File: src/esbr_ram.sv
// Generic simple dual-port RAM: one write port, one read port, registered read.
// No dependencies.
module esbr_ram #(
  parameter int unsigned WIDTH = 8,
  parameter int unsigned DEPTH = 16
) (
  input  logic                   clk,
  input  logic                   wr_en,
  input  logic [((DEPTH > 1) ? $clog2(DEPTH) : 1)-1:0] wr_addr,
  input  logic [WIDTH-1:0]       wr_data,
  input  logic                   rd_en,
  input  logic [((DEPTH > 1) ? $clog2(DEPTH) : 1)-1:0] rd_addr,
  output logic [WIDTH-1:0]       rd_data
);

  logic [WIDTH-1:0] mem [DEPTH];

  always_ff @(posedge clk) begin
    if (wr_en) begin
      mem[wr_addr] <= wr_data;
    end
    if (rd_en) begin
      rd_data <= mem[rd_addr];
    end
  end

endmodule

File: config.mk
export PLATFORM = sky130hd
export DESIGN_NAME = esbr_ram
export DESIGN_NICKNAME = d
export VERILOG_FILES = /design/src/esbr_ram.sv
export SDC_FILE = /design/constraint.sdc
export NUM_CORES = 1
export LEC_CHECK = 0
export ABC_AREA = 1
export BUFFER_PORTS_ARGS = -buffer_cell sky130_fd_sc_hd__buf_2
export CAP_MARGIN = 20
export CORE_ASPECT_RATIO = 1.1
export CORE_MARGIN = 10
export CORE_UTILIZATION = 40
export DETAILED_ROUTE_END_ITERATION = 6
export GPL_ROUTABILITY_DRIVEN = 0
export SLEW_MARGIN = 20
export SYNTH_ARGS = -nofsm -noshare
export SYNTH_HDL_FRONTEND = slang
export SYNTH_SLANG_ARGS = --single-unit
File: constraint.sdc
create_clock -name clk -period 1 [get_ports clk]
set_input_delay 0.1 -clock clk [delete_from_list [all_inputs] [get_ports clk]]
set_output_delay 0.1 -clock clk [all_outputs]
set_load 0.05 [all_outputs]
==> Word-level counts from Yosys, hierarchy flattened <==
Memories as Yosys holds them, arrays and structs flattened. A register that Yosys moved wholly into a read port is not among the register bits.
Cells that the tools add are included.
{ "op_classes": {"n_mux": 2} }
{ "ops": {"columns": ["op", "count"], "rows": [
  ["$mux 1", 2]
]} }
{ "totals": {"ff_bits": 0, "mem_bits_rw": 128, "out_inout_bits": 8, "word_cells": 3, "memories": 1} }
{ "memory_table": {"columns": ["memory", "words", "word_bits", "rd", "rd_clocked_by_memory_dff", "write_ports", "line_no", "text"], "rows": [
  ["mem", 16, 8, 1, 1, 1, "16", "logic [WIDTH-1:0] mem [DEPTH];"]
]} }

==> Depth between registers and ports, before layout <==
{ "depth": {"word_depth": 2, "mapped_depth": 8, "mapped_depth_nobuf": 7} }

==> Worst setup path after synthesis <==
No wires, ideal clock.
{ "synth_timing": {"kind": "in2reg", "from": "in wr_addr[3] in the netlist's numbering", "to": "mem mem[4][0], enable pin", "t_arrival_ps": 681, "t_required_ps": 630, "path_slack_ps": -51, "stages": 2, "path_buffers": 0, "path_cell_list": "nand3b_1 > nor2_1"} }
{ "synth_rtl": {"columns": ["item", "line_no", "text"], "rows": [
  ["from (decl)", "9", "input logic [((DEPTH > 1) ? $clog2(DEPTH) : 1)-1:0] wr_addr,"],
  ["to (decl)", "16", null]
]} }
No word-level cell before the write port.

==> Final worst setup path <==
{ "layout_timing": {"from": "reg rd_data[6], read port of mem", "to": "out rd_data[6]"} }
{ "layout_rtl": {"columns": ["item", "line_no", "text"], "rows": [
  ["from (decl)", "13", "output logic [WIDTH-1:0] rd_data"]
]} }
No word-level cell between the ends.

==> metrics.cfg <==
[status]
status=complete, but fails checks
violations=negative setup slack

[floorplanning]
initial_core_util_pct=40.63
die_area_um2=19860
core_area_um2=14390
rows=46
io_pins=27
die_x_um=135.3
die_h_um=146.8

[worst_setup_path]
end_kind=output pin
worstSetupStartpointType=register
path_cells=buf_6
crit_family=flip-flops
cpPeakStageDelay_ns=0.43
timing.critical_path.buf_inv=1
cp.required_ns=0.90
cp.arrival_ns=1.04
crit_slowest_cell=edfxtp_1
critPathMaxFanout=1
path_class=reg -> out

[cts]
clk_pin_slew_ns=0.06
h-tree-depth=4
clockBufferDepth=2
worstSkewPairLatency_ns=0.42
postCtsSetupRepairBufs=0
clock-sinks=136
cts_tree=done
numCtsBuffers=17
hold_buffers=0
cts_root_buffer=clkbuf_16

[power_and_ir_drop]
p_leak_nw=3.147
totalPowerFinal_w=0.01372
vdd_drop_max_uv=1065
powerDensity_nw_per_um2=1865

[grt]
grt_max_degree=34
grt_pass1_wl_mm=21.78
grt_overflow=0
antenna_found_initial=0
grt_pass1_vias=4017
grt_usage_pct=14.59

[timing]
fmax_ghz=0.8809
fin_crit_ns=1.135
finalMaxSlewViolations=0
hold_viol=0
min_period_over_period_pct=113.5
slew_headroom_pct=71.97
rsz0062_at_grt=yes
tightest_slew_ns=0.4199
clock_skew_ns=0.003069
worst_slack_ns=-0.1353
final.setup.tns_ns=-1.249
finalSetupViolCount=16
hold_ws_ns=0.06465

[layout]
num_antenna_cells=0
fill_cells=1256
fin_util_pct=51.15
area_growth_pct=25.87
final_net_count=623
layout-drive-gt1-share_pct=25.61
final_area_um2=7360

[routing]
wl_per_cell_um=17.40
drt-total-wl_mm=14.08
ant_nets=0
met3_length_um=846
wl_met2_mm=7.238
wl_met1_mm=5.601
drt_iter0_drc=431
dr.pass1.iters=5
num_vias=3909
route.detailed.drc=0
routed_via_density=4.832
top_layer_used=met4

[synthesis]
syn_nets=570
ys_warn_count=0
synth_top_area_cell=edfxtp_1
synth_area_per_cell_um2=10.61
synth_top_area_share_pct=69.85
synth.area.top_cells=edfxtp_1, nand2_1, nand3_1
ys_types=11
seq_area_frac_synth_pct=69.85
netlist_instances=551
synth_seq_cells=136
synthesis.area_um2=5847

[placed_design]
dpl.hpwl_mm=8.968
placed_area_um2=6411
port_buffers=26

[hold_path]
hp-class=in -> reg

[flow_run]
maxCapViolations=0

final cells by class:
class	instances	area (um2)	area share, %
repair buffers	58	533.0	7.242
flip-flops and latches	136	4084	55.49
clock inverters	15	160.2	2.176
well taps	192	240.2	3.264
inverters	102	382.9	5.202
multi-input cells	289	1534	20.84
clock buffers	17	425.4	5.780
metrics by stage:
stage	setup slack, ns	std cells
detailed placement	-0.3051	777
floorplan	-0.05084	551
finish	-0.1353	809
CTS	-0.1711	809
global route	-0.1655	809
global placement	-0.3040	777
kinds of logic (layout without fill, tap and decap cells):
| kind of cell | after synthesis | count (layout) | synth area share (%) |
|---|---|---|---|
| buf+inv | 126 | 192 | 9.394 |
| flops | 136 | 136 | 69.85 |
| simple gates | 289 | 289 | 20.76 |
cells in the final DEF, fill, tap and decap left out, drive strengths merged:
master    instances
clkinv            7
clkinvlp          5
nand2           173
bufinv            3
nor2             17
buf              58
clkbuf           17
nand3            97
inv             102
nand3b            2
edfxtp          136
metal layers:
layer / GRT usage [%] / up-vias
met5: 0 / -
met4: 7.166 / 0
li1: - / 1886
met2: 24.36 / 121
met3: 3.206 / 21
met1: 17.30 / 1881
worst paths after layout:
check | cells after the start | slack, ns | from | to
worst max-delay path | 1 | -0.14 | rd_data[6] | rd_data[6]
worst min-delay path | 1 | 0.06 | rd_en | rd_data[1]
worst max register to register | 6 | -0.08 | mem[6][6] | rd_data[6]
worst min register to register | 6 | 0.73 | mem[2][3] | rd_data[3]
state kept, by name, summed over array words and instances, names as in the netlist:
signal,flops
mem,128
rd_data,8
cells in the mapped netlist, drive strengths merged:
master and number:
nand3 97, nor2 17, nand2 173, edfxtp 136, inv 102, buf 24, nand3b 2
timing repair:
action / 4_1_cts / 5_1_grt
setup endpoints to repair: 16 / 16
pin swaps: 41 / 26
gates resized for setup: 48 / 33
report_power, final:
part / internal (W) / switching (W) / total (W)
Sequential: 0.00643 / 0.0000454 / 0.00647
Combinational: 0.000354 / 0.000721 / 0.00107
Clock: 0.00387 / 0.00231 / 0.00618
(Power assumes the default switching activity.)
