## src/esbr_pkg.sv

```systemverilog
// Shared types and constants for the exact-size buffer recycler.
// Used by esbr_scan and by the exact_size_buffer_recycler_unit top level.
package esbr_pkg;

  localparam int unsigned HANDLE_W  = 32;
  localparam int unsigned SIZE_W    = 32;
  localparam int unsigned OUTCOME_W = 3;

  // Result codes.
  localparam logic [OUTCOME_W-1:0] OUT_REUSED        = 3'd0;
  localparam logic [OUTCOME_W-1:0] OUT_NEW_TRACKED   = 3'd1;
  localparam logic [OUTCOME_W-1:0] OUT_NEW_UNTRACKED = 3'd2;
  localparam logic [OUTCOME_W-1:0] OUT_ALLOC_FAILED  = 3'd3;
  localparam logic [OUTCOME_W-1:0] OUT_FREED         = 3'd4;
  localparam logic [OUTCOME_W-1:0] OUT_RELEASE       = 3'd5;

  // Request codes.
  localparam logic OP_ALLOC = 1'b0;
  localparam logic OP_FREE  = 1'b1;

  // One table entry as it is stored in the entry memory.
  typedef struct packed {
    logic [HANDLE_W-1:0] handle;
    logic [SIZE_W-1:0]   size;
    logic                free;
  } esbr_entry_t;

  // One finished result handed from the sequencer to the output stage.
  typedef struct packed {
    logic [HANDLE_W-1:0]  handle;
    logic [OUTCOME_W-1:0] outcome;
  } esbr_result_t;

endpackage

```

## src/esbr_scan.sv

```systemverilog
// Request sequencer: latches one request, scans the entry memory one entry per
// cycle, updates a hit entry or appends on a tracked miss. Depends on esbr_pkg.
module esbr_scan #(
  parameter int unsigned TABLE_ENTRIES = 128
) (
  input  logic                         clk,
  input  logic                         rst,
  // Request channel.
  input  logic                         req_valid,
  output logic                         req_stall,
  input  logic                         opcode,
  input  logic [31:0]                  size_bytes,
  input  logic [31:0]                  buffer_handle,
  input  logic [31:0]                  fresh_handle,
  input  logic                         backing_ok,
  // Entry memory ports.
  output logic                         rd_en,
  output logic [((TABLE_ENTRIES > 1) ? $clog2(TABLE_ENTRIES) : 1)-1:0] rd_addr,
  input  esbr_pkg::esbr_entry_t        rd_data,
  output logic                         wr_en,
  output logic [((TABLE_ENTRIES > 1) ? $clog2(TABLE_ENTRIES) : 1)-1:0] wr_addr,
  output esbr_pkg::esbr_entry_t        wr_data,
  // Finished result toward the output stage.
  output logic                         res_valid,
  output esbr_pkg::esbr_result_t       res,
  input  logic                         res_taken
);

  import esbr_pkg::*;

  localparam int unsigned IDX_W = (TABLE_ENTRIES > 1) ? $clog2(TABLE_ENTRIES) : 1;
  localparam int unsigned CNT_W = $clog2(TABLE_ENTRIES + 1);

  localparam logic [1:0] S_IDLE = 2'd0;
  localparam logic [1:0] S_SCAN = 2'd1;
  localparam logic [1:0] S_MISS = 2'd2;
  localparam logic [1:0] S_DONE = 2'd3;

  logic [1:0]          state, state_next;
  logic [CNT_W-1:0]    count;
  logic [IDX_W-1:0]    ptr;
  logic [CNT_W-1:0]    left;
  logic                pend;
  logic [IDX_W-1:0]    pend_idx;

  logic                op;
  logic [SIZE_W-1:0]   size;
  logic [HANDLE_W-1:0] handle;
  logic [HANDLE_W-1:0] fresh;
  logic                ok;

  esbr_result_t        result;

  logic accept;
  logic issue;
  logic match;
  logic hit;
  logic room;

  assign accept    = (state == S_IDLE) && req_valid;
  assign req_stall = (state != S_IDLE);
  assign issue     = (state == S_SCAN) && (left != '0);
  assign room      = (count < CNT_W'(TABLE_ENTRIES));

  assign match = (op == OP_ALLOC) ? ((rd_data.size == size) && rd_data.free)
                                  : (rd_data.handle == handle);
  assign hit   = (state == S_SCAN) && pend && match;

  assign rd_en   = issue;
  assign rd_addr = ptr;

  // Memory writes: set a hit's free mark by opcode, or append on a tracked miss.
  always_comb begin
    wr_en   = 1'b0;
    wr_addr = pend_idx;
    wr_data = rd_data;
    if (hit) begin
      wr_en        = 1'b1;
      wr_data.free = (op == OP_FREE);
    end else if ((state == S_MISS) && (op == OP_ALLOC) && ok && room) begin
      wr_en          = 1'b1;
      wr_addr        = IDX_W'(count);
      wr_data.handle = fresh;
      wr_data.size   = size;
      wr_data.free   = 1'b0;
    end
  end

  always_comb begin
    state_next = state;
    case (state)
      S_IDLE: begin
        if (accept) begin
          state_next = (count == '0) ? S_MISS : S_SCAN;
        end
      end
      S_SCAN: begin
        if (hit) begin
          state_next = S_DONE;
        end else if (left == '0) begin
          state_next = S_MISS;
        end
      end
      S_MISS: state_next = S_DONE;
      S_DONE: begin
        if (res_taken) begin
          state_next = S_IDLE;
        end
      end
      default: state_next = S_IDLE;
    endcase
  end

  always_ff @(posedge clk) begin
    if (rst) begin
      state <= S_IDLE;
      count <= '0;
      pend  <= 1'b0;
    end else begin
      state <= state_next;
      if ((state == S_MISS) && (op == OP_ALLOC) && ok && room) begin
        count <= count + 1'b1;
      end
      if (accept) begin
        pend <= 1'b0;
      end else if (state == S_SCAN) begin
        pend <= issue;
      end
    end
  end

  // Request payload and scan pointers.
  always_ff @(posedge clk) begin
    if (accept) begin
      op     <= opcode;
      size   <= size_bytes;
      handle <= buffer_handle;
      fresh  <= fresh_handle;
      ok     <= backing_ok;
      left   <= count;
      // Allocate scans upward from entry 0, free scans down from the last entry.
      ptr    <= (opcode == OP_FREE) ? IDX_W'(count - 1'b1) : '0;
    end else if (issue) begin
      left     <= left - 1'b1;
      pend_idx <= ptr;
      ptr      <= (op == OP_FREE) ? ptr - 1'b1 : ptr + 1'b1;
    end
  end

  always_ff @(posedge clk) begin
    if (hit) begin
      if (op == OP_ALLOC) begin
        result.handle  <= rd_data.handle;
        result.outcome <= OUT_REUSED;
      end else begin
        result.handle  <= '0;
        result.outcome <= OUT_FREED;
      end
    end else if (state == S_MISS) begin
      if (op == OP_FREE) begin
        result.handle  <= handle;
        result.outcome <= OUT_RELEASE;
      end else if (!ok) begin
        result.handle  <= '0;
        result.outcome <= OUT_ALLOC_FAILED;
      end else if (room) begin
        result.handle  <= fresh;
        result.outcome <= OUT_NEW_TRACKED;
      end else begin
        result.handle  <= fresh;
        result.outcome <= OUT_NEW_UNTRACKED;
      end
    end
  end

  assign res_valid = (state == S_DONE);
  assign res       = result;

endmodule

```

## config.mk

```make
export PLATFORM = sky130hd
export DESIGN_NAME = esbr_scan
export DESIGN_NICKNAME = d
export VERILOG_FILES = /design/src/esbr_pkg.sv /design/src/esbr_scan.sv
export SDC_FILE = /design/constraint.sdc
export NUM_CORES = 1
export LEC_CHECK = 0
export BUFFER_PORTS_ARGS = -buffer_cell sky130_fd_sc_hd__buf_2
export CAP_MARGIN = 25
export CORE_ASPECT_RATIO = 1.2
export CORE_MARGIN = 4
export CORE_UTILIZATION = 32
export CTS_CLUSTER_SIZE = 24
export DETAILED_ROUTE_END_ITERATION = 12
export PLACE_DENSITY = 0.62
export SYNTH_ARGS = -nofsm -noshare
export SYNTH_HDL_FRONTEND = slang
export SYNTH_SLANG_ARGS = --single-unit
```

## constraint.sdc

```tcl
create_clock -name clk -period 6.3 [get_ports clk]
set_input_delay 0.63 -clock clk [delete_from_list [all_inputs] [get_ports clk]]
set_output_delay 0.63 -clock clk [all_outputs]
set_load 0.005 [all_outputs]
```

After elaboration in Yosys (flattened, before gate mapping):

Index checks and enable logic that the tools add are counted.

* flip-flop bits (word level): 166
* bits of input ports: 167
* output and inout bits: 118

* add/sub/neg operators: 5
* magnitude comparators: 1
* eq/ne operators: 8
* muxes and demuxes: 26
* bitwise logic cells: 2
* reduce and logical (&&, ||, !) cells: 18

Operators by type and width (count)
* two-way mux 35 bit: 5
* two-way mux 65 bit: 1
* == test 32 bit: 2
* two-way mux 64 bit: 1
* two-way mux 7 bit: 6
* zero test 8 bit: 2
* two-way mux 8 bit: 2
* subtractor 7 x 1 -> 7 bit (second input constant): 2
* two-way mux 2 bit: 6
* adder 8 x 1 -> 8 bit (second input constant): 1
* logical AND 1 bit: 8
* < comparator 8 bit (second input constant): 1
* one-hot mux 2 bit (4 select lines): 1
* nonzero test 8 bit: 1
* subtractor 8 x 1 -> 8 bit (second input constant): 1
* adder 7 x 1 -> 7 bit (second input constant): 1
* nonzero test 2 bit: 3
* == test 2 bit (second input constant): 2
* two-way mux 1 bit: 4
* inequality test 3 x 2 -> 1 bit (second input constant): 1
* AND reduction 3 bit: 1
* == test 2 x 1 -> 1 bit (second input constant): 1
* zero test 2 bit: 1
* inequality test 2 x 1 -> 1 bit (second input constant): 1
* other kinds (4): 5

Longest topological paths before layout:

Gate-level depths: netlist of the first run.

* depth in word-level cells: 6
* gate-level depth with buffers: 9
* mapped depth without buffers: 8

Least setup slack after synthesis of the first run:

No wires, ideal clock.

* kind: input to register
* start point: input req_valid
* end point: register pend_idx[0], enable pin
* arrival: 4.364 ns
* setup slack: 1.437 ns
* stages: 4
* path buffers: 1
* path through: nand2_1 -> inv_1 -> buf_1 -> nor2_1

* word-level cells in the longest chain between the ends: 3

Ends and longest elaborated chain
* start: declaration: RTL line esbr_scan.sv:9 `input logic req_valid,`
* logical AND 1 bit: RTL line esbr_scan.sv:60 `assign accept = (state == S_IDLE) && req_valid;`
* net accept: RTL line esbr_scan.sv:54 `logic accept;`
* inverter 1 bit (no source line)
* AND reduction 2 bit (no source line)
* end signal: assignment: RTL line esbr_scan.sv:145 `pend_idx <= ptr;`
* end: declaration: RTL line esbr_scan.sv:44 `logic [IDX_W-1:0] pend_idx;`

The timed path passes the listed nets, and every way through them passes these cells.
A chain may end at the register's enable or synchronous reset.

==> impl_results.md, run 1 <==
* Routed len/inst at a little under 20 µm
* FFs w/ async S/R, synth at 0
* Worst-margin pin slew at between 1000 and 1500 ps
* Library cells used by synthesis at 51
* GP Congestion at between 0.7 and 0.8
* #FFs+latches synth at 166
* Part of the cycle the worst path needs at 0.639
* Post-synth EDFFs at about 160
* Clock buffer depth at 2
* CTS tree: done
* Power Density at approximately 400 nW/µm²
* Initial DRT Pass Iterations at 4
* IO Port Bufs at between 200 and 300
* Multi-input gate area at approximately 3200 µm²
* H-tree depth at 4
* Register Area at between 4000 and 5000 µm²
* CP max stage delay at around 470 ps
* Die width at 155 µm
* Critical Path RT at about 5700 ps
* Synth Net Count at roughly 800
* DRT met1 WL at 10100 µm
* Final wirelength at roughly 25000 µm
* Yosys Warn Count at 0
* Pleak at slightly above 4 nW
* Largest net degree at the start of global routing at 47
* Max Fclk at 0.249 GHz
* First-pass GRT wire length at approximately 36000 µm
* Final core utilization at 0.417
* Total core area at approximately 25000 µm²
* Post-route ant nets at 0
* Synthesized area at 8270 µm²
* Congestion Overflow GR at 0
* GRT Util Overall at 0.167
* Setup TNS Final at 0 ps
* HPWL Detailed at around 19000 µm
* Slew margin rel. at 0.328
* Initial core utilization at 0.325
* Die area at 28500 µm²
* Crit path max-delay cell type: buf_4
* CP cell instances: buf_4 > nand3_1 > nor4b_1 > nand3_1 > nand3_4 > buf_16 > mux2_2 > buf_2
* Final Hold Fails at 0
* Commonest non-fill, non-tap cell in the layout: buf_2
* Most frequent cells in the layout: buf_2 (284), edfxtp_1 (155), xnor2_1 (72)
* Status: complete, no violations
* Final setup fails at 0
* Layout cell share with drive strength beyond 1 at 0.427
* Post-cts hold buffer count at 0
* Clock Latency Late Sink at 430 ps
* Area growth, synth to finish at 28.2%
* Antenna violations before repair at 3
* CP most frequent cell: nand3_1
* # Post-CTS Setup Buffers at 0
* Startpoint Class: register
* Via count at between 6k and 7k
* Post-synthesis sequential area ratio at 0.589
* DRC Markers at 0
* Worst hold slack at approximately 370 ps
* Vias in the first global route at between 6k and 7k
* Metal2 WL at about 13000 µm
* Fill cells at between 2k and 2.5k
* Final Max Tran Viols at 0
* DRT iter0 DRCs at 316
* Post_cts resized at 0
* Worst Hold Class: input port to register
* Synth Area per Inst at 13.1 µm²
* RSZ-0062 raised after global routing: false
* TritonCTS Buffers at 17
* Prevailing post-synth register cell: edfxtp_1
* # Max-Cap Violations at 0
* Fin area at around 11000 µm²
* Via density at between 4 and 5
* Top sig layer: met5
* Worst-path maximum fanout at 46
* Minimum clock period at a little over 4000 ps
* Final Skew at 12.5 ps
* CP endpoint kind: primary output
* Clock transition at path regs at 70 ps
* Metal3 WL at approximately 1700 µm
* Worst VDD drop at around 160 µV
* I/O Pins at 285
* Synth Instances at between 600 and 700
* Nets@finish at roughly 1.1k
* Root Buffer: clkbuf_16
* Post-DP Area at between 10000 and 15000 µm²
* Die Y-Extent at about 180 µm
* Critical Path AT at between 3000 and 4000 ps
* Clk sinks at 166
* Row count at 64
* Kind of critical path: register to primary output
## cells in the mapped netlist, types with 3 or more instances
cell	n	area, µm²
nor2b_1	3	18.8
o21ai_0	42	210
buf_6	8	90.1
nand3_1	8	40.0
nand3b_1	3	22.5
buf_2	6	30.0
inv_1	19	71.3
ha_1	14	175
nor3_1	8	40.0
xor2_1	13	114
nand4_1	21	131
o22ai_1	3	18.8
xnor2_1	72	631
nor2_1	17	63.8
dfxtp_1	11	220
nor4_1	6	37.5
mux2_1	8	90.1
a22oi_1	32	240
nand2_1	60	225
clkbuf_1	12	45.0
edfxtp_1	155	4650
and3_1	4	25.0
nor4b_1	4	35.0
a21oi_1	10	50.1
mux2_2	63	709
## area by class of cell
type | count | area share
sequential | 166 | 0.459
tap | 330 | 0.0389
clock inverter | 15 | 0.0159
timing repair buffer | 290 | 0.140
inverter | 20 | 0.00731
multi-input combinational | 417 | 0.298
clock buffer | 17 | 0.0401
antenna | 1 | 0.000236
## sequential cells by signal (all words and copies together) (netlist names)
register  flops
rd_addr       7
res          35
size         32
left          8
count         8
handle       32
state         2
ok            1
pend_idx      7
pend          1
op            1
fresh        32
## per-layer routing
metal,vias to the layer above,GRT usage
met1,2948,0.211
met4,6,0.0424
met2,227,0.289
met3,26,0.0402
li1,2921,-
met5,-,0
## final timing paths
| kind | slack (ps) | startpoint | to | cells past startpoint |
|---|---|---|---|---|
| worst min register to register | 510 | rd_addr[4] | pend_idx[4] | 0 |
| worst max-delay path | 2280 | op | wr_data[22] | 8 |
| worst max register to register | 3170 | op | res[4] | 7 |
| worst min-delay path | 370 | size_bytes[20] | size[20] | 1 |
## report_power, final
part	switching [W]	internal [W]
Sequential	0.000186	0.00166
Clock	0.000464	0.000594
Combinational	0.000752	0.000552
## per-stage QoR
stage / total power (W) / setup WS, ps / cells
2_1_floorplan: 0.00266 / 1440 / 632
3_3_place_gp: 0.00318 / 2250 / 1222
3_5_place_dp: 0.00320 / 2370 / 1223
4_1_cts: 0.00427 / 2150 / 1255
5_1_grt: 0.00446 / 2050 / 1255
6_report: 0.00421 / 2280 / 1256
## worst max-delay path: cells and delay by family, from the launching register on
family / cells / cell delay, ps
flops: 1 / 320
mux: 1 / 380
buf+inv: 3 / 880
simple gates: 4 / 1300
## kinds of logic (layout without fill, tap and decap cells)
| logic type | count (synthesis) | in the layout | share of synthesized area |
|---|---|---|---|
| other cells | 0 | 1 | 0 |
| mux | 71 | 71 | 0.0966 |
| compound gates | 101 | 101 | 0.0802 |
| simple gates | 145 | 145 | 0.0897 |
| flops | 166 | 166 | 0.589 |
| buf+inv | 49 | 342 | 0.0307 |
| xor+xnor | 85 | 85 | 0.0900 |
| fa+ha+maj | 15 | 15 | 0.0236 |
(Power assumes the default switching activity.)
==> run 2, diff against run 1 <==
clock period = 3.73 ns   (was 6.3 ns; I/O delays follow)
==> run 2 against run 1 <==
Effect of this change: first-iteration DRC count is 13% higher; via count about the same; sequential power increased by 69%; setup slack got worse by 2000 ps; critical path depth unchanged; clock power increased by 56%; critical path type unchanged; largest cell class unchanged; largest power group unchanged.
==> impl_results.md, run 2 (synthesis gave the netlist of run 1 again) <==
* Worst VDD drop at 309 µV (+98%)
* Max reg flops at 35 (unchanged)
* Most frequent cells in the layout: buf_2 (284), edfxtp_1 (155), xnor2_1 (72)
* Die width at 155 µm (unchanged)
* Final setup fails at 0 (unchanged)
* GR met2 Demand/Resource at 0.303 (+0.0140)
* Post-cts hold buffer count at 0 (unchanged)
* I/O Pins at 285 (unchanged)
* Power Density at 662 nW/µm² (+67%)
* Setup TNS Final at 0 ps (unchanged)
* Via density at 4.88 (about the same)
* Worst Hold Class: input port to register
* Routed len/inst at 19.9 µm (+1.1%)
* Total core area at 25500 µm² (unchanged)
* DRC Markers at 0 (unchanged)
* Pleak at 4.11 nW (-0.42%)
* GP Congestion at 0.820 (+5.8%)
* # Post-CTS Setup Buffers at 0 (unchanged)
* Clock buffer depth at 2 (unchanged)
* Crit Reg-Reg Startpoint: size[24]
* Final Skew at 10.9 ps (-1.56 ps)
* Critical Path RT at 3360 ps (-2310 ps)
* R2R cell count at 6 (-1)
* Crit. Startpoint: handle[1]
* HPWL Detailed at 18900 µm (+1.5%)
* Commonest non-fill, non-tap cell in the layout: buf_2
* Part of the cycle the worst path needs at 0.933
* First-pass GRT wire length at 37200 µm (+2.9%)
* Die area at 28500 µm² (unchanged)
* Largest net degree at the start of global routing at 70 (+49%)
* Minimum clock period at approximately 3500 ps
* Status: complete, no violations
* GRT Util Overall at 0.172 (+0.00526)
* Post_cts resized at 0 (unchanged)
* Most crowded layer after global routing: met2
* Row count at 64 (unchanged)
* Startpoint Class: register
* H-tree depth at 4 (unchanged)
* Fill cells at 2462 (+0.98%)
* Nets@finish at 1096 (+0.18%)
* Slew margin rel. at 0.372 (+0.0440)
* Layout cell share with drive strength beyond 1 at 0.430 (+0.00339)
* Die Y-Extent at 184 µm (unchanged)
* CTS tree: done
* Root Buffer: clkbuf_16
* Critical Path AT at 3110 ps (-280 ps)
* Final Hold Fails at 0 (unchanged)
* Initial core utilization at 0.325 (unchanged)
* Vias in the first global route at 6330 (+1.4%)
* Hold depth at 1 (unchanged)
* # Max-Cap Violations at 0 (unchanged)
* Final Max Tran Viols at 0 (unchanged)
* Fin worst setup slack at 251 ps (-2030 ps)
* Met1 Resource Use GR at 0.207 (-0.00422)
* Antenna violations before repair at 1 (-2)
* Clk sinks at 166 (unchanged)
* CP endpoint kind: primary output
* Clock Latency Late Sink at 440 ps (about the same)
* RSZ-0062 raised after global routing: false
* Register Area at 4870 µm² (unchanged)
* Worst slack at placement at 616 ps (-1750 ps)
* Max Fclk at 0.287 GHz
* TritonCTS Buffers at 17 (unchanged)
* Kind of critical path: register to primary output
* DRT iter0 DRCs at 358 (+13%)
* Via count at 6134 (+0.098%)
* Post-route ant nets at 0 (unchanged)
* Hold Path Origin: fresh_handle[8]
* Multi-input gate area at 3160 µm² (about the same)
* Worst-path maximum fanout at 23 (-50%)
* Clock transition at path regs at 70 ps (about the same)
* Initial DRT Pass Iterations at 6 (+2)
* Area growth, synth to finish at 27.9%
* GR Layer Usage met3 at 0.0449 (+0.00470)
* Final wirelength at 25000 µm (+1.1%)
* Congestion Overflow GR at 0 (unchanged)
* IO Port Bufs at 284 (unchanged)
* Antenna Cells at 0 (-1)
* Worst-margin pin slew at 940 ps (-65.9 ps)
-- run 2: cell count changes in the layout (fill, tap and decap cells not counted), moves of 2 or more --
cell,delta
inv_6,-3
clkinv_2,+2
buf_12,+2
bufinv_16,-2
clkinv_1,-2
clkinv_4,+2
clkinvlp_4,+2
-- run 2: critical path: stages (launching register included) --
cell	delay, ps
edfxtp_1	420
xnor2_1	420
nand4_1	190
nor4_1	330
nand3_1	270
nand3_4	170
buf_4	330
mux2_2	380
buf_2	130
-- run 2: final timing paths --
kind	end	slack, ps
worst max-delay path	wr_data[38]	250
worst max register to register	res[18]	840
worst min-delay path	fresh[8]	100
worst min register to register	pend	500
-- run 2: routing by layer --
layer / vias to the layer above / part of all wire
met4: 2 / 0.020
met1: 2984 / 0.41
met2: 193 / 0.52
met5: - / 0.00052
met3: 28 / 0.058
li1: 2927 / -
-- run 2: through the flow --
stage | hold WS (ps) | instance area [µm²] | total power (W) | cells | util
4_1_cts | 78.8 | 10600 | 0.00710 | 1257 | 0.415
6_report | 103 | 10600 | 0.00700 | 1257 | 0.415
2_1_floorplan | 472 | 8280 | 0.00447 | 632 | -
3_5_place_dp | 493 | 10000 | 0.00544 | 1225 | 0.394
3_3_place_gp | 492 | 10000 | 0.00539 | 1225 | 0.394
5_1_grt | 82.7 | 10600 | 0.00744 | 1257 | 0.415
-- run 2: final cells by class --
type / instances / area share
Clock buffer: 19 / 0.0419
Multi-Input combinational cell: 417 / 0.299
Inverter: 20 / 0.00733
Clock inverter: 13 / 0.00958
Tap cell: 330 / 0.0390
Timing Repair Buffer: 292 / 0.142
Sequential cell: 166 / 0.461
-- run 2: report_power, final --
group / leakage (nW) / internal [W] / switching [W]
combinational: 2.29 / 0.000954 / 0.00128
sequential: 1.56 / 0.00281 / 0.000316
clock: 0.262 / 0.000877 / 0.000771
total: 4.11 / 0.00464 / 0.00236
==> run 3, diff against run 2 <==
BUFFER_PORTS_ARGS = -buffer_cell sky130_fd_sc_hd__buf_4   (was -buffer_cell sky130_fd_sc_hd__buf_2)
==> run 3 against run 2 <==
Effect of this change: clock power up 9.7%; non-clock buffer count rose by 1; die area unchanged; critical path type unchanged; largest cell class unchanged; highest routed layer unchanged.
==> impl_results.md, run 3 (synthesis gave the netlist of run 1 again) <==
* Initial DRT Pass Iterations at 4 (-2)
* H-tree depth at 4 (unchanged)
* Total core area at 25500 µm² (unchanged)
* Via count at 6142 (+0.13%)
* IO Port Bufs at 284 (unchanged)
* Post_cts resized at 0 (unchanged)
* Final Hold Fails at 0 (unchanged)
* CP cell instances: xnor2_1 > nand4_1 > nor4_1 > nand3_1 > nand3_4 > buf_4 > mux2_2 > buf_4
* Power Density at 652 nW/µm² (-1.5%)
* Max Fclk at 0.287 GHz (-0.20%)
* CP most frequent cell: buf_4
* Part of the cycle the worst path needs at 0.935 (+0.00187)
* Final wirelength at 25600 µm (+2.6%)
* Initial core utilization at 0.325 (unchanged)
* HPWL Detailed at 19300 µm (+1.9%)
* Worst-margin pin slew at 909 ps (-31.2 ps)
* WP depth at 8 (unchanged)
* Vias in the first global route at 6406 (+1.2%)
* R2R cell count at 6 (unchanged)
* TritonCTS Buffers at 17 (unchanged)
* Routed len/inst at 20.4 µm (+2.5%)
* CTS tree: done
* Cell Count, Final, Fillers Out at 1258 (+0.080%)
* Die width at 155 µm (unchanged)
* Crit-path leading delay family: simple AND/OR/NAND/NOR gates
* Die Y-Extent at 184 µm (unchanged)
* I/O Pins at 285 (unchanged)
* Pleak at 4.39 nW (+6.8%)
* RSZ-0062 raised after global routing: false
* CP max stage delay at 410 ps (about the same)
* Nets@finish at 1097 (+0.091%)
* # Max-Cap Violations at 0 (unchanged)
* Clock transition at path regs at 70 ps (about the same)
* Clk sinks at 166 (unchanged)
* Critical Path AT at 3110 ps (about the same)
* GP Congestion at 0.757 (-7.6%)
* GRT Util Overall at 0.178 (+0.00555)
* Crit path max-delay cell type: xnor2_1
* Final core utilization at 0.447 (+0.0312)
* Clock Latency Late Sink at 440 ps (about the same)
* Root Buffer: clkbuf_16
* Area growth, synth to finish at 37.4%
* Row count at 64 (unchanged)
* Hold depth at 1 (unchanged)
* Clock buffer depth at 2 (unchanged)
* Final Skew at 13.9 ps (+2.99 ps)
* Dpl cells at 1225 (unchanged)
* Commonest non-fill, non-tap cell in the layout: buf_4
* Final Max Tran Viols at 0 (unchanged)
* Via density at 4.88 (about the same)
* DRT iter0 DRCs at 348 (-2.8%)
* Final setup fails at 0 (unchanged)
* Minimum clock period at 3490 ps (+6.99 ps)
* # Post-CTS Setup Buffers at 0 (unchanged)
* Worst hold slack at 98.8 ps (-4.10 ps)
* CP endpoint kind: primary output
* Worst Hold Class: input port to register
* Startpoint Class: register
* Post-cts hold buffer count at 0 (unchanged)
* DRC Markers at 0 (unchanged)
* Worst-path maximum fanout at 24 (+4.3%)
* Max reg flops at 35 (unchanged)
* Largest net degree at the start of global routing at 81 (+16%)
* Layout cell share with drive strength beyond 1 at 0.431 (+0.000614)
* Antenna Cells at 0 (unchanged)
* Setup TNS Final at 0 ps (unchanged)
* Post-route ant nets at 0 (unchanged)
* Congestion Overflow GR at 0 (unchanged)
* Most frequent cells in the layout: buf_4 (290), edfxtp_1 (155), xnor2_1 (72)
* Die area at 28500 µm² (unchanged)
* First-pass GRT wire length at 38200 µm (+2.5%)
* WP buf/inv at 2 (unchanged)
* Status: complete, no violations
* Worst VDD drop at 365 µV (+18%)
* Antenna violations before repair at 1 (unchanged)
* Critical Path RT at 3360 ps (about the same)
* Kind of critical path: register to primary output
* Slew margin rel. at 0.393 (+0.0208)
==> run 3: changes by cell type in the layout (fill, tap and decap cells not counted), sizes merged <==
cell	delta
bufinv	+2
clkbuf	-2
inv	+2
buf	+1
clkinv	-1
clkinvlp	-1
==> run 3: layout make-up <==
| class | count | area, µm² |
|---|---|---|
| multi-input cells | 417 | 3160 |
| fillers | 2367 | 14100 |
| flip-flops and latches | 166 | 4870 |
| inverters | 20 | 77.6 |
| clock inverters | 15 | 174 |
| well taps | 330 | 413 |
| repair buffers | 293 | 2240 |
| clock buffers | 17 | 425 |
==> run 3: path summary, 6_finish.rpt <==
| path | start | to | slack, ps |
|---|---|---|---|
| worst max-delay path | handle[31] | wr_data[40] | 240 |
| worst min-delay path | fresh_handle[2] | fresh[2] | 100 |
| worst max register to register | size[24] | res[19] | 1040 |
| worst min register to register | rd_addr[3] | pend_idx[3] | 510 |
==> run 3: worst reg2reg max path, delay by kind of cell (launching register included) <==
family        cells  cell delay [ps]
buf+inv           1              250
simple gates      4             1330
flops             1              410
xor+xnor          1              380
==> run 3: where the power goes <==
| group | switching, W | total, W | internal [W] |
|---|---|---|---|
| combinational | 0.00130 | 0.00248 | 0.00119 |
| sequential | 0.000320 | 0.00312 | 0.00280 |
| clock | 0.000804 | 0.00181 | 0.00100 |
| total | 0.00242 | 0.00741 | 0.00499 |
==> run 3: per-layer routing <==
metal | global-route usage | share of wire | vias to the layer above
met5 | 0 | 0.00051 | -
met1 | 0.221 | 0.41 | 2969
met3 | 0.0514 | 0.062 | 29
met2 | 0.301 | 0.50 | 204
li1 | - | - | 2938
met4 | 0.0558 | 0.022 | 2
==> run 3: per-stage QoR <==
stage	total power (W)	setup WS (ps)	area, µm²
6_report	0.00741	244	11400
5_1_grt	0.00784	16.1	11400
4_1_cts	0.00749	171	11300
3_5_place_dp	0.00566	578	10700
3_3_place_gp	0.00564	557	10700
2_1_floorplan	0.00447	621	8280
